<file path="config.mk">
export PLATFORM = sky130hd
export DESIGN_NAME = periodic_slot_scheduler_unit
export DESIGN_NICKNAME = d
export VERILOG_FILES = /design/src/hdl/pss_pkg.sv /design/src/hdl/pss_rem_unit.sv /design/src/hdl/periodic_slot_scheduler_unit.sv
export SDC_FILE = /design/constraint.sdc
export NUM_CORES = 2
export LEC_CHECK = 0
export BUFFER_PORTS_ARGS = -buffer_cell sky130_fd_sc_hd__buf_2
export CORE_ASPECT_RATIO = 0.9
export CORE_MARGIN = 4
export CORE_UTILIZATION = 40
export CTS_BUF_LIST = sky130_fd_sc_hd__clkbuf_16
export DETAILED_ROUTE_END_ITERATION = 10
export HOLD_SLACK_MARGIN = 0.03
export SYNTH_ARGS = -nofsm -noshare
export SYNTH_HDL_FRONTEND = slang
export SYNTH_HIERARCHICAL = 1
export SYNTH_SLANG_ARGS = --single-unit
export TNS_END_PERCENT = 30
</file>
<file path="constraint.sdc">
create_clock -name clk -period 18 [get_ports clk]
set_clock_uncertainty 0.1 [all_clocks]
set_input_delay 1.8 -clock clk [delete_from_list [all_inputs] [get_ports clk]]
set_output_delay 1.8 -clock clk [all_outputs]
set_load 0.1 [all_outputs]
</file>
<file path="src/hdl/pss_pkg.sv">
// shared constants and types of the periodic slot scheduler
package pss_pkg;

    localparam int NUM_SLOTS = 4;
    localparam int TICK_W    = 64;
    localparam int DUR_W     = 32;
    localparam int SLOT_W    = 2;
    localparam int CNT_W     = 3;
    localparam int CFG_IDX_W = 3;
    localparam int CFG_DAT_W = 32;

    // request opcodes
    localparam logic [1:0] OP_TICK  = 2'd0;
    localparam logic [1:0] OP_START = 2'd1;
    localparam logic [1:0] OP_STOP  = 2'd2;

    // result kinds
    localparam logic [1:0] KIND_EXECUTE  = 2'd0;
    localparam logic [1:0] KIND_SLIPPAGE = 2'd1;
    localparam logic [1:0] KIND_HALTED   = 2'd2;

    // register indexes
    localparam logic [CFG_IDX_W-1:0] REG_DUR_ZERO  = 3'd0;
    localparam logic [CFG_IDX_W-1:0] REG_DUR_ONE   = 3'd1;
    localparam logic [CFG_IDX_W-1:0] REG_DUR_TWO   = 3'd2;
    localparam logic [CFG_IDX_W-1:0] REG_DUR_THREE = 3'd3;
    localparam logic [CFG_IDX_W-1:0] REG_SLOTS     = 3'd4;
    localparam logic [CFG_IDX_W-1:0] REG_REPORT    = 3'd5;

    // remainder unit handshake
    typedef struct packed {
        logic              start;
        logic [TICK_W-1:0] dividend;
        logic [DUR_W-1:0]  divisor;
    } rem_req_t;

    typedef struct packed {
        logic             busy;
        logic             done;
        logic [DUR_W-1:0] rem;
    } rem_stat_t;

endpackage

</file>
<file path="src/hdl/pss_rem_unit.sv">
// bit-serial restoring remainder of a 64-bit dividend by a 32-bit divisor
module pss_rem_unit (
    input  logic               clk,
    input  logic               rst_n,
    input  pss_pkg::rem_req_t  req,
    output pss_pkg::rem_stat_t stat
);
    import pss_pkg::*;

    localparam int STEP_W = $clog2(TICK_W);

    logic              busy_reg;
    logic              done_reg;
    logic [STEP_W-1:0] step_reg;
    logic [TICK_W-1:0] dvd_reg;
    logic [DUR_W-1:0]  dvs_reg;
    logic [DUR_W-1:0]  rem_reg;

    logic [DUR_W:0]    trial;
    logic              fits;
    logic [DUR_W-1:0]  rem_next;

    // one quotient bit per cycle
    always_comb
    begin
        trial    = {rem_reg, dvd_reg[TICK_W-1]};
        fits     = trial >= {1'b0, dvs_reg};
        rem_next = fits ? DUR_W'(trial - {1'b0, dvs_reg}) : trial[DUR_W-1:0];
    end

    always_ff @(posedge clk or negedge rst_n)
    begin
        if (!rst_n)
        begin
            busy_reg <= 1'b0;
            done_reg <= 1'b0;
            step_reg <= '0;
        end
        else
        begin
            done_reg <= 1'b0;
            if (req.start)
            begin
                busy_reg <= 1'b1;
                step_reg <= '0;
                dvd_reg  <= req.dividend;
                dvs_reg  <= req.divisor;
                rem_reg  <= '0;
            end
            else if (busy_reg)
            begin
                rem_reg  <= rem_next;
                dvd_reg  <= {dvd_reg[TICK_W-2:0], 1'b0};
                step_reg <= step_reg + STEP_W'(1);
                if (step_reg == STEP_W'(TICK_W - 1))
                begin
                    busy_reg <= 1'b0;
                    done_reg <= 1'b1;
                end
            end
        end
    end

    assign stat.busy = busy_reg;
    assign stat.done = done_reg;
    assign stat.rem  = rem_reg;

endmodule

</file>
<file path="src/hdl/periodic_slot_scheduler_unit.sv">
// top level of the periodic slot scheduler
// Periodic slot scheduler. Keeps a 64-bit time marker for each of up to four
// slots and takes tick, start and stop requests on a valid/ready input. Start
// arms the scheduler so that the next tick loads every scanned marker with
// that tick; stop disarms it. A tick while running scans slots from zero up to
// slots_in_use (capped at four); an expired slot advances its marker by its
// duration and emits an execute result, a set fail bit emits a halted result
// and stops the scheduler, and a slot still expired after the advance emits a
// slippage result (if report_slippage is set) and has its marker set to the
// tick rounded down to a multiple of its duration. Results leave one at a
// time on a valid/ready output; last_of_tick marks the final result of a tick.
// Start, stop and ticks while stopped are handled in the idle state. A tick
// takes each scanned slot through a check and, if it expired, an advance, an
// execute result and a second check, then where due a slippage result and
// the resync, which divides for a nonzero duration; then it closes the scan.
// The rounding runs on a bit-serial remainder unit, one bit of the 64-bit
// tick per cycle. A stalled output holds the scan wherever a result is due
// and an earlier result is still held back. The block takes no new request
// while a tick is in work. Registers must be written by the user through
// cfg_write/cfg_index/cfg_data only while the block is idle; the block itself
// does not enforce this. Indexes past five are ignored.
module periodic_slot_scheduler_unit (
    input  logic                            clk,
    input  logic                            rst_n,
    // configuration writes
    input  logic                            cfg_write,
    input  logic [pss_pkg::CFG_IDX_W-1:0]   cfg_index,
    input  logic [pss_pkg::CFG_DAT_W-1:0]   cfg_data,
    // request channel
    input  logic                            in_valid,
    output logic                            in_ready,
    input  logic [1:0]                      opcode,
    input  logic [pss_pkg::TICK_W-1:0]      now_tick,
    input  logic [pss_pkg::NUM_SLOTS-1:0]   fail_mask,
    // result channel
    output logic                            out_valid,
    input  logic                            out_ready,
    output logic [1:0]                      event_kind,
    output logic [pss_pkg::SLOT_W-1:0]      slot_index,
    output logic [pss_pkg::TICK_W-1:0]      event_tick,
    output logic [pss_pkg::TICK_W-1:0]      slot_marker,
    output logic                            last_of_tick
);
    import pss_pkg::*;

    typedef enum logic [3:0] {
        S_IDLE,
        S_CHECK,
        S_ADV,
        S_EXEC,
        S_HALT,
        S_CHECK2,
        S_SLIP,
        S_ROUND,
        S_DIV,
        S_NEXT,
        S_FINISH,
        S_FLUSH
    } state_t;

    // configuration registers
    logic [DUR_W-1:0] duration_reg [NUM_SLOTS];
    logic [CNT_W-1:0] slots_in_use_reg;
    logic             report_slippage_reg;

    // scheduler state
    state_t            state_reg;
    logic              running_reg;
    logic              first_pass_reg;
    logic [TICK_W-1:0] markers_reg [NUM_SLOTS];
    logic [SLOT_W-1:0] slot_reg;
    logic [TICK_W-1:0] now_reg;
    logic [NUM_SLOTS-1:0] fail_reg;
    logic [TICK_W-1:0] mk_reg;

    // one result held back until we know whether it ends the tick
    logic              pend_valid_reg;
    logic [1:0]        pend_kind_reg;
    logic [SLOT_W-1:0] pend_slot_reg;
    logic [TICK_W-1:0] pend_marker_reg;

    // output register
    logic              out_valid_reg;
    logic [1:0]        out_kind_reg;
    logic [SLOT_W-1:0] out_slot_reg;
    logic [TICK_W-1:0] out_tick_reg;
    logic [TICK_W-1:0] out_marker_reg;
    logic              out_last_reg;

    // remainder unit link
    rem_req_t  rem_req;
    rem_stat_t rem_stat;

    logic [CNT_W-1:0]  scan_count;
    logic [DUR_W-1:0]  dur_cur;
    logic [TICK_W-1:0] dur_ext;
    logic [TICK_W-1:0] marker_cur;
    logic [TICK_W-1:0] cmp_marker;
    logic [TICK_W-1:0] elapsed;
    logic              expired;
    logic              slot_last;
    logic              can_push;
    logic              emit_req;
    logic              emit_go;
    logic [1:0]        emit_kind;
    logic              flush_go;

    pss_rem_unit u_rem (
        .clk   (clk),
        .rst_n (rst_n),
        .req   (rem_req),
        .stat  (rem_stat)
    );

    always_comb
    begin
        // slots_in_use saturates at the slot count
        scan_count = (slots_in_use_reg > CNT_W'(NUM_SLOTS)) ? CNT_W'(NUM_SLOTS)
                                                           : slots_in_use_reg;
        dur_cur    = duration_reg[slot_reg];
        dur_ext    = {{(TICK_W-DUR_W){1'b0}}, dur_cur};
        // first pass loads the marker with the tick itself
        marker_cur = first_pass_reg ? now_reg : markers_reg[slot_reg];
        // one elapsed-time compare shared by both expiry checks
        cmp_marker = (state_reg == S_CHECK) ? marker_cur : mk_reg;
        elapsed    = now_reg - cmp_marker;
        expired    = elapsed >= dur_ext;
        slot_last  = (CNT_W'(slot_reg) + CNT_W'(1)) == scan_count;

        // output register free this cycle
        can_push   = !out_valid_reg || out_ready;

        emit_req   = (state_reg == S_EXEC) || (state_reg == S_HALT) ||
                     (state_reg == S_SLIP);
        emit_go    = emit_req && (!pend_valid_reg || can_push);
        flush_go   = (state_reg == S_FLUSH) && can_push;

        unique case (state_reg)
            S_HALT:  emit_kind = KIND_HALTED;
            S_SLIP:  emit_kind = KIND_SLIPPAGE;
            default: emit_kind = KIND_EXECUTE;
        endcase

        rem_req.start    = (state_reg == S_ROUND) && (dur_cur != '0);
        rem_req.dividend = now_reg;
        rem_req.divisor  = dur_cur;
    end

    // configuration writes
    always_ff @(posedge clk or negedge rst_n)
    begin
        if (!rst_n)
        begin
            for (int i = 0; i < NUM_SLOTS; i++)
            begin
                duration_reg[i] <= '0;
            end
            slots_in_use_reg    <= '0;
            report_slippage_reg <= 1'b0;
        end
        else if (cfg_write)
        begin
            unique case (cfg_index)
                REG_DUR_ZERO:  duration_reg[0] <= cfg_data[DUR_W-1:0];
                REG_DUR_ONE:   duration_reg[1] <= cfg_data[DUR_W-1:0];
                REG_DUR_TWO:   duration_reg[2] <= cfg_data[DUR_W-1:0];
                REG_DUR_THREE: duration_reg[3] <= cfg_data[DUR_W-1:0];
                REG_SLOTS:     slots_in_use_reg <= cfg_data[CNT_W-1:0];
                REG_REPORT:    report_slippage_reg <= cfg_data[0];
                default:       ;
            endcase
        end
    end

    // sequencer, markers and result registers
    always_ff @(posedge clk or negedge rst_n)
    begin
        if (!rst_n)
        begin
            state_reg      <= S_IDLE;
            running_reg    <= 1'b0;
            first_pass_reg <= 1'b1;
            pend_valid_reg <= 1'b0;
            out_valid_reg  <= 1'b0;
            slot_reg       <= '0;
            for (int i = 0; i < NUM_SLOTS; i++)
            begin
                markers_reg[i] <= '0;
            end
        end
        else
        begin
            if (emit_go && pend_valid_reg)
            begin
                // new result: older held result goes out, not last of tick
                out_valid_reg  <= 1'b1;
                out_kind_reg   <= pend_kind_reg;
                out_slot_reg   <= pend_slot_reg;
                out_tick_reg   <= now_reg;
                out_marker_reg <= pend_marker_reg;
                out_last_reg   <= 1'b0;
            end
            else if (flush_go)
            begin
                // tick over: held result goes out as last
                out_valid_reg  <= 1'b1;
                out_kind_reg   <= pend_kind_reg;
                out_slot_reg   <= pend_slot_reg;
                out_tick_reg   <= now_reg;
                out_marker_reg <= pend_marker_reg;
                out_last_reg   <= 1'b1;
                pend_valid_reg <= 1'b0;
            end
            else if (out_valid_reg && out_ready)
            begin
                // result taken downstream
                out_valid_reg <= 1'b0;
            end

            if (emit_go)
            begin
                pend_valid_reg  <= 1'b1;
                pend_kind_reg   <= emit_kind;
                pend_slot_reg   <= slot_reg;
                pend_marker_reg <= mk_reg;
            end

            unique case (state_reg)
                S_IDLE:
                begin
                    if (in_valid)
                    begin
                        now_reg  <= now_tick;
                        fail_reg <= fail_mask;
                        slot_reg <= '0;
                        unique case (opcode)
                            OP_START:
                            begin
                                running_reg    <= 1'b1;
                                first_pass_reg <= 1'b1;
                            end
                            OP_STOP:
                            begin
                                running_reg <= 1'b0;
                            end
                            OP_TICK:
                            begin
                                if (running_reg)
                                begin
                                    state_reg <= (scan_count == '0) ? S_FINISH : S_CHECK;
                                end
                            end
                            default: ;
                        endcase
                    end
                end
                S_CHECK:
                begin
                    markers_reg[slot_reg] <= marker_cur;
                    mk_reg                <= marker_cur;
                    state_reg             <= expired ? S_ADV : S_NEXT;
                end
                S_ADV:
                begin
                    mk_reg                <= mk_reg + dur_ext;
                    markers_reg[slot_reg] <= mk_reg + dur_ext;
                    state_reg             <= S_EXEC;
                end
                S_EXEC:
                begin
                    if (emit_go)
                    begin
                        state_reg <= fail_reg[slot_reg] ? S_HALT : S_CHECK2;
                    end
                end
                S_HALT:
                begin
                    // first_pass keeps its value on a halt
                    if (emit_go)
                    begin
                        running_reg <= 1'b0;
                        state_reg   <= S_FLUSH;
                    end
                end
                S_CHECK2:
                begin
                    if (expired)
                    begin
                        state_reg <= report_slippage_reg ? S_SLIP : S_ROUND;
                    end
                    else
                    begin
                        state_reg <= S_NEXT;
                    end
                end
                S_SLIP:
                begin
                    if (emit_go)
                    begin
                        state_reg <= S_ROUND;
                    end
                end
                S_ROUND:
                begin
                    // zero duration resyncs straight to the tick
                    if (dur_cur == '0)
                    begin
                        markers_reg[slot_reg] <= now_reg;
                        state_reg             <= S_NEXT;
                    end
                    else
                    begin
                        state_reg <= S_DIV;
                    end
                end
                S_DIV:
                begin
                    // round down: tick minus its remainder by the duration
                    if (rem_stat.done)
                    begin
                        markers_reg[slot_reg] <= now_reg - {{(TICK_W-DUR_W){1'b0}}, rem_stat.rem};
                        state_reg             <= S_NEXT;
                    end
                end
                S_NEXT:
                begin
                    if (slot_last)
                    begin
                        state_reg <= S_FINISH;
                    end
                    else
                    begin
                        slot_reg  <= slot_reg + SLOT_W'(1);
                        state_reg <= S_CHECK;
                    end
                end
                S_FINISH:
                begin
                    first_pass_reg <= 1'b0;
                    state_reg      <= pend_valid_reg ? S_FLUSH : S_IDLE;
                end
                S_FLUSH:
                begin
                    if (flush_go)
                    begin
                        state_reg <= S_IDLE;
                    end
                end
                default:
                begin
                    state_reg <= S_IDLE;
                end
            endcase
        end
    end

    assign in_ready     = (state_reg == S_IDLE);
    assign out_valid    = out_valid_reg;
    assign event_kind   = out_kind_reg;
    assign slot_index   = out_slot_reg;
    assign event_tick   = out_tick_reg;
    assign slot_marker  = out_marker_reg;
    assign last_of_tick = out_last_reg;

endmodule

</file>
==> Word-level counts from Yosys, hierarchy flattened <==
Cells that the tools add are included.
W data, S select, Z words.
{ "totals": {"ff_bits": 867, "inputBits": 110, "out_inout_bits": 135} }
{ "op_classes": {"addsub": 7, "magnitude_cmp": 6, "eq_ne": 33, "mux": 76, "n_bitwise": 1, "n_reduce_logical": 45} }
{ "ops": {"columns": ["operator", "n"], "rows": [
  ["$bwmux W256", 4],
  ["$pmux W256 S4", 1],
  ["$mux W64", 11],
  ["$mux W256", 2],
  ["$bmux W64 S2", 1],
  ["$demux W64 S2", 1],
  ["$mux W32", 4],
  ["$pmux W64 S2", 1],
  ["$add A64 B32 Y64", 1],
  ["$bmux W32 S2", 1],
  ["$ge A64 B32 Y1", 1],
  ["$sub A64 B32 Y64", 1],
  ["$sub A64 B64 Y64", 1],
  ["$mux W4", 13],
  ["$pmux W4 S12", 1],
  ["$ge A33 B32 Y1", 1],
  ["$logic_not A32 Y1", 1],
  ["$reduce_bool A32 Y1", 1],
  ["$sub A32 B32 Y32", 1],
  ["$reduce_and A2 Y1", 12],
  ["$mux W1", 21],
  ["$eq A4 B3 Y1 const B", 4],
  ["$eq A4 B4 Y1 const B", 4],
  ["$ne A2 B2 Y1 const B", 7],
  ["other kinds (37)", 72]
]} }

==> Depth between registers and ports, before layout <==
{ "depth": {"word_depth": 10, "mapped_depth": 31} }

==> Cells and area by module <==
Netlist, hierarchy kept.
{ "modules_own_cells": {"columns": ["mod", "instances", "cells_each", "area_each_um2", "seq_area_each_um2"], "rows": [
  ["periodic_slot_scheduler_unit", 1, 4201, 43412.9, 19960.4],
  ["pss_rem_unit", 1, 619, 7467.2, 4043.9]
]} }

==> Worst setup path before layout <==
Ideal clock, no wire load.
{ "synth_timing": {"kind": "input -> register", "start": "input port out_ready", "end": "register out_kind_reg[0], in the netlist event_kind[0] (enable)", "setup_ns": 0.625, "arrival_time_ns": 7.547, "path_slack_ns": 9.728, "path_stages": 3, "path_buffers": 0, "cell_sequence": "nand2b_1 nand2_1 nor2_1"} }
{ "synth_between": {"elab_chain_len": 6} }
{ "synth_lines": {"columns": ["element", "line_no", "rtl"], "rows": [
  ["start, declared", "periodic_slot_scheduler_unit.sv:37", "input logic out_ready,"],
  ["$logic_or A1 B1 Y1 *", "periodic_slot_scheduler_unit.sv:131", "can_push = !out_valid_reg || out_ready;"],
  ["$logic_or A1 B1 Y1", "periodic_slot_scheduler_unit.sv:135", "emit_go = emit_req && (!pend_valid_reg || can_push);"],
  ["$logic_and A1 B1 Y1", "periodic_slot_scheduler_unit.sv:135", null],
  ["$logic_and A1 B1 Y1", "periodic_slot_scheduler_unit.sv:193", "if (emit_go && pend_valid_reg)"],
  ["$reduce_bool A2 Y1 (no line) *", null, null],
  ["$reduce_and A2 Y1 (no line) *", null, null],
  ["end signal, assigned", "periodic_slot_scheduler_unit.sv:197", "out_kind_reg <= pend_kind_reg;"],
  ["end signal, assigned", "periodic_slot_scheduler_unit.sv:207", "out_kind_reg <= pend_kind_reg;"],
  ["end, declared", "periodic_slot_scheduler_unit.sv:84", "logic [1:0] out_kind_reg;"]
]} }
Mark *: on every way between the ends. The rest lies on a longest branch, timed or not.
A chain may end at the register's enable or synchronous reset.

==> Worst setup path in the final report <==
{ "layout_timing": {"start": "register slot_reg[0]", "end": "register state_reg[0]"} }
{ "layout_between": {"elab_chain_len": 10} }
{ "layout_lines": {"columns": ["element", "line_no", "rtl"], "rows": [
  ["start, declared", "periodic_slot_scheduler_unit.sv:71", "logic [SLOT_W-1:0] slot_reg;"],
  ["start signal, assigned", "periodic_slot_scheduler_unit.sv:333", "slot_reg <= slot_reg + SLOT_W'(1);"],
  ["$not A2 Y3 (not written as such)", "periodic_slot_scheduler_unit.sv:120, periodic_slot_scheduler_unit.sv:123", null],
  ["$bmux W64 S2", "periodic_slot_scheduler_unit.sv:123", "marker_cur = first_pass_reg ? now_reg : markers_reg[slot_reg];"],
  ["$mux W64 (not written as such) (2 in series)", "periodic_slot_scheduler_unit.sv:123", null],
  ["$mux W64", "periodic_slot_scheduler_unit.sv:123", null],
  ["$mux W64", "periodic_slot_scheduler_unit.sv:125", "cmp_marker = (state_reg == S_CHECK) ? marker_cur : mk_reg;"],
  ["$sub A64 B64 Y64", "periodic_slot_scheduler_unit.sv:126", "elapsed = now_reg - cmp_marker;"],
  ["$ge A64 B32 Y1", "periodic_slot_scheduler_unit.sv:127", "expired = elapsed >= dur_ext;"],
  ["$mux W4, on equally long branches", "periodic_slot_scheduler_unit.sv:287, periodic_slot_scheduler_unit.sv:261", null],
  ["$pmux W4 S12 *", "periodic_slot_scheduler_unit.sv:228", "unique case (state_reg)"],
  ["end signal, assigned", "periodic_slot_scheduler_unit.sv:250", "state_reg <= (scan_count == '0) ? S_FINISH : S_CHECK;"],
  ["end signal, assigned", "periodic_slot_scheduler_unit.sv:261", "state_reg <= expired ? S_ADV : S_NEXT;"],
  ["end signal, assigned", "periodic_slot_scheduler_unit.sv:289", "state_reg <= report_slippage_reg ? S_SLIP : S_ROUND;"],
  ["end, declared", "periodic_slot_scheduler_unit.sv:67", "state_t state_reg;"]
]} }
Mark *: on every way between the ends. The rest lies on a longest branch, timed or not. The select of a mux whose other input is x is not followed.

==> summary.md <==
| Metric | Value |
|---|---|
| Die width | 384 um |
| Netlist Area Pre-Place | 50900 um2 |
| Core ar. | 126000 um2 |
| Hold WC Path Type | flip-flop to flip-flop |
| CTS resizes | 0 |
| DRT antenna net count | 0 |
| Relative slew slack | 16.8% |
| Hold_buf cts | 0 |
| Worst Hold Endpoint | slot_index[1] |
| CP Capture Type | flip-flop |
| CP max stage cell | buf_4 |
| Clk_lat worst skew | 0.73 ns |
| Ports | 245 |
| Critical R2R Capture | state_reg[0] |
| Non-filler instance count after layout | 6757 |
| Setup TNS | 0 ns |
| Mean Syn Cell Area | 10.6 um2 |
| GR Overflow Total | 0 |
| Cell Rows | 123 |
| PortBufs | 244 |
| Min-Delay Startpoint | pend_slot_reg[1] |
| WS Path Type | flip-flop to flip-flop |
| Syn Inst Count | 4819 |
| Slew Limit Fails | 0 |
| Cells after DPL | 6572 |
| Layout cells sized above 1 | 17.6% |
| Antenna violations before repair | 11 |
| Pre-antenna DRT Iters | 6 |
| Gr usage total | 28.6% |
| VDD IR-drop max | 112 uV |
| Root buffer cell | clkbuf_16 |
| Reg clk slew, reported paths | 0.07 ns |
| Die ar. | 133000 um2 |
| Worst-case clock buffer depth | 3 |
| Die Y | 346 um |
| Post-CTS Setup Inserts | 0 |
| Worst R2R Start | slot_reg[0] |
| Max Clk Rate | 0.113 GHz |
| Pin count of the biggest net entering global routing | 77 |
| Via density | 6.33 |
| Final min period | 8.83 ns |
| Period Utilization, post-route | 49.0% |
| Max stage delay on crit path | 0.77 ns |
| Vias | 42.8k |
| Final WL | 196 mm |
| DP Wirelength | 137 mm |
| Startpoint Class | flip-flop |
| Arrival time of the worst setup path | 9.36 ns |
| Most common cell on crit path | nor2_1 |
| Remaining DRCs | 0 |
| Final setup vio count | 0 |
| R2R cell count | 28 |
| Worst-Margin Slew | 1.24 ns |
| First-pass GRT wire length | 284 mm |
| Max FO, Critical Path | 39 |
| TritonCTS clock tree | yes |
| CP Data Required Time | 18.53 ns |
| Final #Nets | 5295 |
| Area Overhead vs Synth | 12.4% |
| Synthesized Nets | 5131 |
| H-tree depth | 3 |
| Initial DRC count | 5597 |
| Synthesis warning total | 6 |
| Hold Path Depth | 0 |
| Routed wire per std cell | 29.0 um |
| Final GP Congestion | 0.987 |
| Status | completed |
| Clock Sinks | 867 |
| Max_cap viols | 0 |
| Leakage | 0.0230 uW |
| RSZ-0062 raised after global routing | false |
| Num CTS Buffers | 96 |
| Final hold violations | 0 |
| Power Dens Cells | 217 nW/um2 |
| Vias in the first global route | 40.6k |
| Flop2flop setup slack | 9.17 ns |
| Initial Util | 40.5% |
| Fillers | 11.7k |
## cells in the final DEF, fill, tap and decap left out, types with 60 or more instances in the layout
cell type	instances
mux2i_1	114
dfrtp_1	402
a21oi_1	463
ha_1	198
and2_1	65
clkbuf_16	102
buf_4	110
a221oi_1	117
edfxtp_1	461
nand3_1	62
a31oi_1	60
nor3_1	63
xor2_1	97
nor2_1	405
inv_1	184
mux4_2	97
mux2_2	208
o21ai_0	201
a211oi_1	88
buf_2	243
xnor2_1	80
nand4_1	70
a21o_1	130
nand2_1	424
## metrics by stage
| step | hold slack, ns | worst slack (ns) | util, % | power [uW] | area (um2) |
|---|---|---|---|---|---|
| finish | 0.308 | 9.17 | 45.5 | 12400 | 57200 |
| global route | 0.323 | 8.57 | 45.5 | 13000 | 57200 |
| CTS | 0.308 | 9.25 | 45.5 | 12200 | 57200 |
| detailed placement | 0.305 | 9.28 | 43.0 | 10200 | 54000 |
| global placement | 0.305 | 9.52 | 43.0 | 10100 | 54000 |
| floorplan | 0.300 | 9.73 | - | 8030 | 50900 |
## how the worst max path moves through the flow
stage / from / endpoint / slack (ns) / cells after the start
2_1_floorplan: out_ready / event_kind[0] / 9.73 / 3
3_3_place_gp: slot_reg[0] / state_reg[0] / 9.52 / 26
3_5_place_dp: slot_reg[0] / state_reg[0] / 9.28 / 26
4_1_cts: slot_reg[0] / state_reg[0] / 9.25 / 26
5_1_grt: slot_reg[0] / state_reg[0] / 8.57 / 26
6_report: slot_reg[0] / state_reg[0] / 9.17 / 28
## routing by layer
layer	track usage [%]	part of all wire [%]
met1	42.4	43
met2	40.2	41
met3	7.93	12
met4	9.37	3.7
met5	0	0
## layout make-up
type	instances	area, um2	share of cell area (%)
diodes	4	10.0	0.0175
clock buffers	102	2550	4.46
clock inverters	79	614	1.07
inverters	167	629	1.10
multi-input cells	3497	25200	44.1
flip-flops and latches	867	24000	42.0
well taps	1687	2110	3.69
repair buffers	354	2060	3.60
## power breakdown
| part | internal (uW) | leakage (uW) | total (uW) | switching [uW] |
|---|---|---|---|---|
| clock | 1120 | 0.00161 | 2000 | 880 |
| combinational | 2330 | 0.0121 | 7110 | 4780 |
| sequential | 2850 | 0.00935 | 3300 | 446 |
## critical path: cells and delay by family, from the launching register on
| kind | cells | cell delay [ns] |
|---|---|---|
| fa+ha+maj | 2 | 0.65 |
| flops | 1 | 0.49 |
| buf+inv | 2 | 1.47 |
| xor+xnor | 1 | 0.19 |
| compound gates | 9 | 2.59 |
| simple gates | 12 | 2.23 |
| mux | 2 | 0.87 |
No activity file was read; power rests on OpenSTA's default activity.
